## src/rtl/core/smi_pkg.sv

```systemverilog
// Shared types and constants of the motor drive safety interlock.
`default_nettype none
package smi_pkg;

	localparam int unsigned CmpW   = 16;
	localparam int unsigned KeyW   = 32;
	localparam int unsigned SeqW   = 32;
	localparam int unsigned BeatW  = 32;
	localparam int unsigned CodeW  = 4;
	localparam int unsigned IdxW   = 2;
	localparam int unsigned WrW    = 32;
	localparam int unsigned InDatW  = 136;
	localparam int unsigned OutDatW = 40;

	localparam logic [IdxW-1:0] REG_MAX_COMPARE   = 2'd0;
	localparam logic [IdxW-1:0] REG_ARM_KEY       = 2'd1;
	localparam logic [IdxW-1:0] REG_CLEAR_KEY     = 2'd2;
	localparam logic [IdxW-1:0] REG_SERVICE_READY = 2'd3;

	typedef enum logic [CodeW-1:0] {
		REQ_SET_DRIVE  = 4'd0,
		REQ_ARM        = 4'd1,
		REQ_DISARM     = 4'd2,
		REQ_CLEAR      = 4'd3,
		REQ_KICK       = 4'd4,
		REQ_ESTOP_RISE = 4'd5,
		REQ_ESTOP_FALL = 4'd6,
		REQ_INT_FAULT  = 4'd7,
		REQ_VIOLATION  = 4'd8,
		REQ_STATUS     = 4'd9
	} req_kind_t;

	typedef enum logic [CodeW-1:0] {
		RC_OK        = 4'd0,
		RC_BAD_ARG   = 4'd1,
		RC_RANGE     = 4'd2,
		RC_DIRECTION = 4'd3,
		RC_ESTOP     = 4'd4,
		RC_FAULT     = 4'd5,
		RC_NOT_ARMED = 4'd6,
		RC_STALE     = 4'd7,
		RC_NOT_READY = 4'd8,
		RC_INTERNAL  = 4'd9
	} rc_t;

	typedef struct packed {
		logic [CodeW-1:0] kind;
		logic             estop_level;
		logic [KeyW-1:0]  token;
		logic [CmpW-1:0]  forward_value;
		logic [CmpW-1:0]  reverse_value;
		logic [SeqW-1:0]  cmd_seq;
		logic [BeatW-1:0] beat;
	} req_item_t;

	typedef struct packed {
		logic [CmpW-1:0] max_compare;
		logic [KeyW-1:0] arm_key;
		logic [KeyW-1:0] clear_key;
		logic            service_ready;
	} cfg_t;

	typedef struct packed {
		logic             fault;
		logic             estop;
		logic             armed;
		logic             internal_err;
		logic             violation;
		logic [CmpW-1:0]  fwd;
		logic [CmpW-1:0]  rev;
		logic [SeqW-1:0]  last_seq;
		logic             seq_known;
		logic [BeatW-1:0] last_beat;
	} state_t;

	localparam state_t STATE_RESET = '{
		fault:        1'b0,
		estop:        1'b0,
		armed:        1'b0,
		internal_err: 1'b0,
		violation:    1'b0,
		fwd:          '0,
		rev:          '0,
		last_seq:     '0,
		seq_known:    1'b0,
		last_beat:    '1
	};

	typedef struct packed {
		rc_t             code;
		logic            fault;
		logic            estop;
		logic            armed;
		logic            internal_err;
		logic            violation;
		logic            ready;
		logic [CmpW-1:0] fwd;
		logic [CmpW-1:0] rev;
		logic            refresh;
	} result_t;

endpackage
`default_nettype wire

```

## src/rtl/core/smi_cfg.sv

```systemverilog
// Configuration register file of the motor drive safety interlock.
`default_nettype none
module smi_cfg (
	input  wire logic                     clk,
	input  wire logic                     arst_n,
	input  wire logic                     wr_en,
	input  wire logic [smi_pkg::IdxW-1:0] wr_index,
	input  wire logic [smi_pkg::WrW-1:0]  wr_data,
	output smi_pkg::cfg_t                 cfg
);

	smi_pkg::cfg_t cfg_q;

	always_ff @(posedge clk or negedge arst_n) begin
		if (!arst_n) begin
			cfg_q <= '0;
		end else if (wr_en) begin
			case (wr_index)
				smi_pkg::REG_MAX_COMPARE: begin
					cfg_q.max_compare <= wr_data[smi_pkg::CmpW-1:0];
				end
				smi_pkg::REG_ARM_KEY: begin
					cfg_q.arm_key <= wr_data[smi_pkg::KeyW-1:0];
				end
				smi_pkg::REG_CLEAR_KEY: begin
					cfg_q.clear_key <= wr_data[smi_pkg::KeyW-1:0];
				end
				smi_pkg::REG_SERVICE_READY: begin
					cfg_q.service_ready <= wr_data[0];
				end
				default: begin
				end
			endcase
		end
	end

	assign cfg = cfg_q;

endmodule
`default_nettype wire

```

## src/rtl/core/smi_decide.sv

```systemverilog
// Single-pass decision logic: checks one request against state and configuration.
`default_nettype none
module smi_decide (
	input  wire smi_pkg::req_item_t req,
	input  wire smi_pkg::state_t    st,
	input  wire smi_pkg::cfg_t      cfg,
	output smi_pkg::state_t         nxt,
	output smi_pkg::result_t        res
);

	logic [smi_pkg::SeqW-1:0] diff;
	logic                     stale;
	smi_pkg::rc_t             code;
	logic                     refresh;

	assign diff  = req.cmd_seq - st.last_seq;
	assign stale = st.seq_known && ((diff == '0) || diff[smi_pkg::SeqW-1]);

	always_comb begin
		nxt     = st;
		code    = smi_pkg::RC_OK;
		refresh = 1'b0;
		case (smi_pkg::req_kind_t'(req.kind))
			smi_pkg::REQ_SET_DRIVE: begin
				if (req.forward_value > cfg.max_compare ||
				    req.reverse_value > cfg.max_compare) begin
					code = smi_pkg::RC_RANGE;
				end else if (req.forward_value != '0 && req.reverse_value != '0) begin
					code = smi_pkg::RC_DIRECTION;
				end else if (req.estop_level) begin
					nxt.estop = 1'b1;
					nxt.fault = 1'b1;
					nxt.fwd   = '0;
					nxt.rev   = '0;
					nxt.armed = 1'b0;
					code      = smi_pkg::RC_ESTOP;
				end else if (st.fault) begin
					code = smi_pkg::RC_FAULT;
				end else if (!st.armed) begin
					code = smi_pkg::RC_NOT_ARMED;
				end else if (stale) begin
					code = smi_pkg::RC_STALE;
				end else begin
					nxt.fwd       = req.forward_value;
					nxt.rev       = req.reverse_value;
					nxt.last_seq  = req.cmd_seq;
					nxt.seq_known = 1'b1;
				end
			end
			smi_pkg::REQ_ARM: begin
				if (req.token != cfg.arm_key) begin
					code = smi_pkg::RC_BAD_ARG;
				end else if (!cfg.service_ready) begin
					code = smi_pkg::RC_NOT_READY;
				end else if (req.estop_level) begin
					nxt.estop = 1'b1;
					nxt.fault = 1'b1;
					nxt.fwd   = '0;
					nxt.rev   = '0;
					nxt.armed = 1'b0;
					code      = smi_pkg::RC_ESTOP;
				end else if (st.fault) begin
					code = smi_pkg::RC_FAULT;
				end else begin
					nxt.fwd       = '0;
					nxt.rev       = '0;
					nxt.armed     = 1'b1;
					nxt.seq_known = 1'b0;
				end
			end
			smi_pkg::REQ_DISARM: begin
				nxt.fwd       = '0;
				nxt.rev       = '0;
				nxt.armed     = 1'b0;
				nxt.seq_known = 1'b0;
			end
			smi_pkg::REQ_CLEAR: begin
				if (req.token != cfg.clear_key) begin
					code = smi_pkg::RC_BAD_ARG;
				end else if (req.estop_level) begin
					nxt.estop = 1'b1;
					nxt.fault = 1'b1;
					nxt.fwd   = '0;
					nxt.rev   = '0;
					nxt.armed = 1'b0;
					code      = smi_pkg::RC_ESTOP;
				end else if (st.internal_err || st.violation) begin
					code = smi_pkg::RC_INTERNAL;
				end else begin
					nxt.fwd       = '0;
					nxt.rev       = '0;
					nxt.armed     = 1'b0;
					nxt.estop     = 1'b0;
					nxt.fault     = 1'b0;
					nxt.seq_known = 1'b0;
				end
			end
			smi_pkg::REQ_KICK: begin
				if (!cfg.service_ready) begin
					code = smi_pkg::RC_NOT_READY;
				end else if (req.beat == st.last_beat) begin
					code = smi_pkg::RC_STALE;
				end else begin
					nxt.last_beat = req.beat;
					refresh       = 1'b1;
				end
			end
			smi_pkg::REQ_ESTOP_RISE: begin
				nxt.estop = 1'b1;
				nxt.fault = 1'b1;
				nxt.fwd   = '0;
				nxt.rev   = '0;
				nxt.armed = 1'b0;
			end
			smi_pkg::REQ_ESTOP_FALL: begin
				nxt.estop = 1'b0;
			end
			smi_pkg::REQ_INT_FAULT: begin
				nxt.internal_err = 1'b1;
				nxt.fault        = 1'b1;
				nxt.fwd          = '0;
				nxt.rev          = '0;
				nxt.armed        = 1'b0;
			end
			smi_pkg::REQ_VIOLATION: begin
				nxt.violation = 1'b1;
				nxt.fault     = 1'b1;
				nxt.fwd       = '0;
				nxt.rev       = '0;
				nxt.armed     = 1'b0;
			end
			smi_pkg::REQ_STATUS: begin
				if (req.estop_level) begin
					nxt.estop = 1'b1;
					nxt.fault = 1'b1;
					nxt.fwd   = '0;
					nxt.rev   = '0;
					nxt.armed = 1'b0;
				end else begin
					nxt.estop = 1'b0;
				end
			end
			default: begin
				code = smi_pkg::RC_BAD_ARG;
			end
		endcase
	end

	assign res.code         = code;
	assign res.fault        = nxt.fault;
	assign res.estop        = nxt.estop;
	assign res.armed        = nxt.armed;
	assign res.internal_err = nxt.internal_err;
	assign res.violation    = nxt.violation;
	assign res.ready        = cfg.service_ready;
	assign res.fwd          = nxt.fwd;
	assign res.rev          = nxt.rev;
	assign res.refresh      = refresh;

endmodule
`default_nettype wire

```

## src/rtl/core/motor_drive_safety_interlock.sv

```systemverilog
// Top level of the motor drive safety interlock: input register, state and result register.
//
// Each request is captured in an input register, checked in one pass against the
// interlock state and configuration, and its status is then held in a result
// register. One request per cycle is taken as long as the result side keeps up;
// the state update happens at the same edge as the result capture, so the next
// request always sees the state left by the previous one. A stalled result
// register holds the input register, which then fills before the slave side stops
// accepting. Configuration must only be written while no request is in flight.
`default_nettype none
module motor_drive_safety_interlock (
	input  wire logic                        clk,
	input  wire logic                        arst_n,
	// Request channel.
	input  wire logic                        s_tvalid,
	output logic                             s_tready,
	// estop_level, token, forward_value, reverse_value, cmd_seq, beat (low to high).
	input  wire logic [smi_pkg::InDatW-1:0]  s_tdata,
	// req_type.
	input  wire logic [smi_pkg::CodeW-1:0]   s_tuser,
	// Status channel.
	output logic                             m_tvalid,
	input  wire logic                        m_tready,
	// fault_flag, estop_flag, armed_flag, internal_flag, violation_flag, ready_flag,
	// forward_drive, reverse_drive, dog_refresh (low to high).
	output logic [smi_pkg::OutDatW-1:0]      m_tdata,
	// result_code.
	output logic [smi_pkg::CodeW-1:0]        m_tuser,
	// Configuration write port.
	input  wire logic                        wr_en,
	input  wire logic [smi_pkg::IdxW-1:0]    wr_index,
	input  wire logic [smi_pkg::WrW-1:0]     wr_data
);

	smi_pkg::cfg_t      cfg;
	smi_pkg::req_item_t req_in;
	smi_pkg::req_item_t req_s1;
	logic               vld_s1;
	logic               adv;
	smi_pkg::state_t    state_q;
	smi_pkg::state_t    state_nxt;
	smi_pkg::result_t   res;
	smi_pkg::result_t   res_q;
	logic               out_vld_q;

	smi_cfg u_cfg (
		.clk      (clk),
		.arst_n   (arst_n),
		.wr_en    (wr_en),
		.wr_index (wr_index),
		.wr_data  (wr_data),
		.cfg      (cfg)
	);

	assign req_in.kind          = s_tuser;
	assign req_in.estop_level   = s_tdata[0];
	assign req_in.token         = s_tdata[32:1];
	assign req_in.forward_value = s_tdata[48:33];
	assign req_in.reverse_value = s_tdata[64:49];
	assign req_in.cmd_seq       = s_tdata[96:65];
	assign req_in.beat          = s_tdata[128:97];

	assign adv      = vld_s1 && (!out_vld_q || m_tready);
	assign s_tready = !vld_s1 || adv;

	always_ff @(posedge clk or negedge arst_n) begin
		if (!arst_n) begin
			vld_s1 <= 1'b0;
		end else if (s_tvalid && s_tready) begin
			vld_s1 <= 1'b1;
		end else if (adv) begin
			vld_s1 <= 1'b0;
		end
	end

	always_ff @(posedge clk) begin
		if (s_tvalid && s_tready) begin
			req_s1 <= req_in;
		end
	end

	smi_decide u_decide (
		.req (req_s1),
		.st  (state_q),
		.cfg (cfg),
		.nxt (state_nxt),
		.res (res)
	);

	always_ff @(posedge clk or negedge arst_n) begin
		if (!arst_n) begin
			state_q <= smi_pkg::STATE_RESET;
		end else if (adv) begin
			state_q <= state_nxt;
		end
	end

	always_ff @(posedge clk or negedge arst_n) begin
		if (!arst_n) begin
			out_vld_q <= 1'b0;
		end else if (adv) begin
			out_vld_q <= 1'b1;
		end else if (m_tready) begin
			out_vld_q <= 1'b0;
		end
	end

	always_ff @(posedge clk) begin
		if (adv) begin
			res_q <= res;
		end
	end

	assign m_tvalid = out_vld_q;
	assign m_tuser  = res_q.code;
	assign m_tdata  = {1'b0, res_q.refresh, res_q.rev, res_q.fwd, res_q.ready,
	                   res_q.violation, res_q.internal_err, res_q.armed,
	                   res_q.estop, res_q.fault};

	// The outputs are never armed while a fault is latched.
	a_armed_no_fault: assert property (@(posedge clk) disable iff (!arst_n)
		state_q.armed |-> !state_q.fault)
		else $error("armed with a latched fault");

	// A non-zero drive is only applied while armed, and never in both directions.
	a_drive_needs_arm: assert property (@(posedge clk) disable iff (!arst_n)
		(state_q.fwd != '0 || state_q.rev != '0) |->
		(state_q.armed && (state_q.fwd == '0 || state_q.rev == '0)))
		else $error("drive applied while disarmed or in both directions");

	// A recorded internal error or violation keeps the fault latched.
	a_sticky_fault: assert property (@(posedge clk) disable iff (!arst_n)
		(state_q.internal_err || state_q.violation) |-> state_q.fault)
		else $error("error recorded without a latched fault");

	// A watchdog refresh is only reported with an ok status.
	a_refresh_ok: assert property (@(posedge clk) disable iff (!arst_n)
		(out_vld_q && res_q.refresh) |-> (res_q.code == smi_pkg::RC_OK))
		else $error("refresh reported with an error status");

endmodule
`default_nettype wire
```

## config.mk

```make
export PLATFORM = sky130hd
export DESIGN_NAME = motor_drive_safety_interlock
export DESIGN_NICKNAME = d
export VERILOG_FILES = /design/src/rtl/core/smi_pkg.sv /design/src/rtl/core/smi_cfg.sv /design/src/rtl/core/smi_decide.sv /design/src/rtl/core/motor_drive_safety_interlock.sv
export SDC_FILE = /design/constraint.sdc
export NUM_CORES = 1
export LEC_CHECK = 0
export ABC_AREA = 0
export BUFFER_PORTS_ARGS = -buffer_cell sky130_fd_sc_hd__buf_2
export CAP_MARGIN = 10
export CORE_MARGIN = 5
export CORE_UTILIZATION = 40
export DETAILED_ROUTE_END_ITERATION = 12
export GPL_TIMING_DRIVEN = 0
export PLACE_DENSITY = 0.68
export SETUP_SLACK_MARGIN = 0.2
export SLEW_MARGIN = 40
export SYNTH_ARGS = -nofsm -noshare
export SYNTH_HDL_FRONTEND = slang
export SYNTH_SLANG_ARGS = --single-unit
export TNS_END_PERCENT = 50
```

## constraint.sdc

```tcl
create_clock -name clk -period 6.1 [get_ports clk]
set_input_delay 1.22 -clock clk [delete_from_list [all_inputs] [get_ports clk]]
set_output_delay 1.22 -clock clk [all_outputs]
set_load 0.02 [all_outputs]
```

==> flow_summary.json <==
{
  "nNetsFinal": 1874,
  "ys.flop_type": "edfxtp_1",
  "synth_simple_gate_area_share_pct": 8.45,
  "synth_seq_cells": 361,
  "numCtsBuffers": 40,
  "postCtsHoldBufs": 0,
  "timing.rr.start": "req_s1[42]",
  "drv_cap": 0,
  "start_util_pct": 40.5,
  "synthTopCellsByArea": "edfxtp_1, dfrtp_1, mux2_2",
  "ir_drop_uv": 207,
  "hold_path_class": "reg2reg",
  "nFillCells": 3822,
  "grt_max_degree": 59,
  "avgSynthCellArea_um2": 12.8,
  "rsz0062_at_grt": "no",
  "synthCells": 1365,
  "final_hold_viol_count": 0,
  "synth-compound-area-share_pct": 13.0,
  "cts_setup_buffers": 0,
  "grt_use_total_pct": 18.5,
  "layout_commonest_cell": "buf_2",
  "arrival_ns": 5.28,
  "r2r_cells": 13,
  "p_per_area_nw_per_um2": 307,
  "portBuffers": 216,
  "avgViaCountPerCell": 5.40,
  "gp_congestion": 0.882,
  "end_kind": "flop",
  "fmax_ghz": 0.201,
  "drt_iter0_drc": 736,
  "die_h_um": 219,
  "worstPathRequired_ns": 6.41,
  "synth_top_family_by_area": "compound AO/OA/AOI/OAI gates",
  "drv_slew": 0,
  "hold_depth": 1,
  "synthesis.nets": 1608,
  "synthMuxAreaShare_pct": 8.45,
  "ys_types": 79,
  "dr.pass1.iters": 5,
  "syn_to_final_growth_pct": 19.2,
  "pin_count": 225,
  "std_cell_rows": 76,
  "synthAdderAreaFrac_pct": 4.64,
  "dp_hpwl_mm": 34.0,
  "cts_resized": 0,
  "min_period_ns": 4.97,
  "r2r_slack_ns": 1.13,
  "cp-start-kind": "flop",
  "path_clk_slew_ns": 0.06,
  "grt_pass1_wl_mm": 69.8,
  "synth_top_area_share_pct": 30.3,
  "core_area_um2": 43100,
  "final_cell_mix": "buf_2, edfxtp_1, dfrtp_1",
  "die_area_um2": 47900,
  "grt_pass1_vias": 12459,
  "min_period_over_period_pct": 81.4,
  "cts_sinks": 361,
  "ys_seq_area_share_pct": 57.1,
  "worstPathMaxFanout": 10,
  "cts_buffer_depth": 3,
  "r2r-end": "m_tdata[18]",
  "status": "finished clean",
  "grt-ovfl-total": 0,
  "min_from": "state_q[50]",
  "ant_nets": 0,
  "synth-edff-count": 176,
  "p_leak_nw": 8.57,
  "fin_util_pct": 48.2,
  "final.setup.worst_slack_ns": 1.13,
  "netlist_area_um2": 17400,
  "root_buffer": "clkbuf_16",
  "async_reset_ff_share_pct": 51.2,
  "dr_total_vias": 12138,
  "hold_end": "state_q[50]",
  "cts_tree": "yes",
  "clock_skew_ns": 0.0164,
  "critPathKind": "reg2reg",
  "place_ws_ns": 1.13,
  "drc_errors": 0,
  "grt_antenna_before_repair": 1,
  "worst_pin_slew_ns": 0.795,
  "yosysTopAreaCell": "edfxtp_1",
  "insertion_delay_ns": 0.56,
  "htree_levels": 2,
  "drt-total-wl_mm": 44.5,
  "die_w_um": 219,
  "synth_xor_area_share_pct": 5.22,
  "slew_headroom_pct": 46.6,
  "wire_per_inst_um": 19.8,
  "drive_gt1_share_pct": 27.8,
  "setup_viol": 0,
  "yosys_warnings": 0
}
## cell usage after synthesis, types with 17 or more instances
library cell / count
o21ai_0: 48
clkbuf_1: 35
dfrtp_1: 153
mux2_1: 28
nor2_1: 50
a22o_1: 34
nor4_1: 37
xor2_1: 102
a21o_1: 17
mux2_2: 102
edfxtp_1: 176
a32o_1: 33
nor3_1: 18
inv_1: 63
o21a_1: 17
nand4_1: 35
a21oi_1: 62
nand2_1: 64
dfstp_2: 32
ha_1: 63
## through the flow
step | instances | area, µm² | power (mW) | TNS (ns) | hold slack [ns]
floorplan | 1365 | 17400 | 3.65 | 0 | 0.457
global placement | 2166 | 19200 | 3.97 | -60.35 | 0.467
detailed placement | 2174 | 19400 | 4.01 | 0 | 0.475
CTS | 2248 | 20800 | 6.47 | 0 | 0.487
global route | 2248 | 20800 | 6.69 | 0 | 0.503
finish | 2249 | 20800 | 6.37 | 0 | 0.481
## layout make-up
class | count | area [µm²] | area share (%)
Antenna cell | 1 | 2.50 | 0.0120
Multi-Input combinational cell | 881 | 6960 | 33.5
Inverter | 63 | 236 | 1.14
Clock buffer | 53 | 1090 | 5.25
Clock inverter | 21 | 245 | 1.18
Sequential cell | 361 | 9950 | 47.9
Tap cell | 585 | 732 | 3.52
Timing Repair Buffer | 224 | 1260 | 6.06
Buffer | 60 | 305 | 1.47
## worst max path at each step
stage,start,endpoint,slack (ns),cells past startpoint
after floorplan,m_tready,req_s1[0],1.02,2
after global placement,m_tready,req_s1[77],-0.47,3
after detailed placement,req_s1[32],m_tdata[13],1.13,15
after CTS,req_s1[44],state_q[56],1.12,13
after global routing,req_s1[32],m_tdata[20],0.81,15
final,req_s1[42],m_tdata[18],1.13,13
## power breakdown
group | total [mW] | leakage [nW] | internal [mW] | switching, mW
combinational | 0.924 | 3.95 | 0.411 | 0.514
sequential | 3.03 | 3.98 | 2.86 | 0.169
clock | 2.42 | 0.640 | 1.44 | 0.978
total | 6.37 | 8.57 | 4.71 | 1.66
## registers in the layout (all words and copies together) (netlist names)
signal	flops
m_tvalid	1
vld_s1	1
m_tuser	4
u_cfg.cfg	81
m_tdata	39
req_s1	133
state_q	102
## routing by layer
layer,vias up,wire length (µm),share of wire (%),GRT usage (%)
met1,6025,19600,44,25.0
met5,-,0,0,0
li1,5717,-,-,-
met4,0,985,2.2,5.05
met3,67,2410,5.4,3.31
met2,329,21500,48,30.9
## critical path: stages, from the launching register on
cell,delay (ns)
edfxtp_1,0.38
ha_1,0.32
clkbuf_1,0.24
a21oi_1,0.31
o221ai_1,0.36
a2111oi_0,0.55
o221ai_1,0.22
or4_1,0.45
or4_4,0.59
o31ai_4,0.43
nor3_2,0.16
buf_2,0.21
clkbuf_1,0.25
a22o_1,0.25
## cells by family after synthesis
group                    after synthesis
flip-flops                           361
AO/OA/AOI/OAI                        303
AND/OR/NAND/NOR                      278
multiplexers                         131
buffers and inverters                123
XOR/XNOR                             104
adder cells (fa/ha/maj)               64
other                                  1
Note: power is estimated with default switching activity, not from simulation.
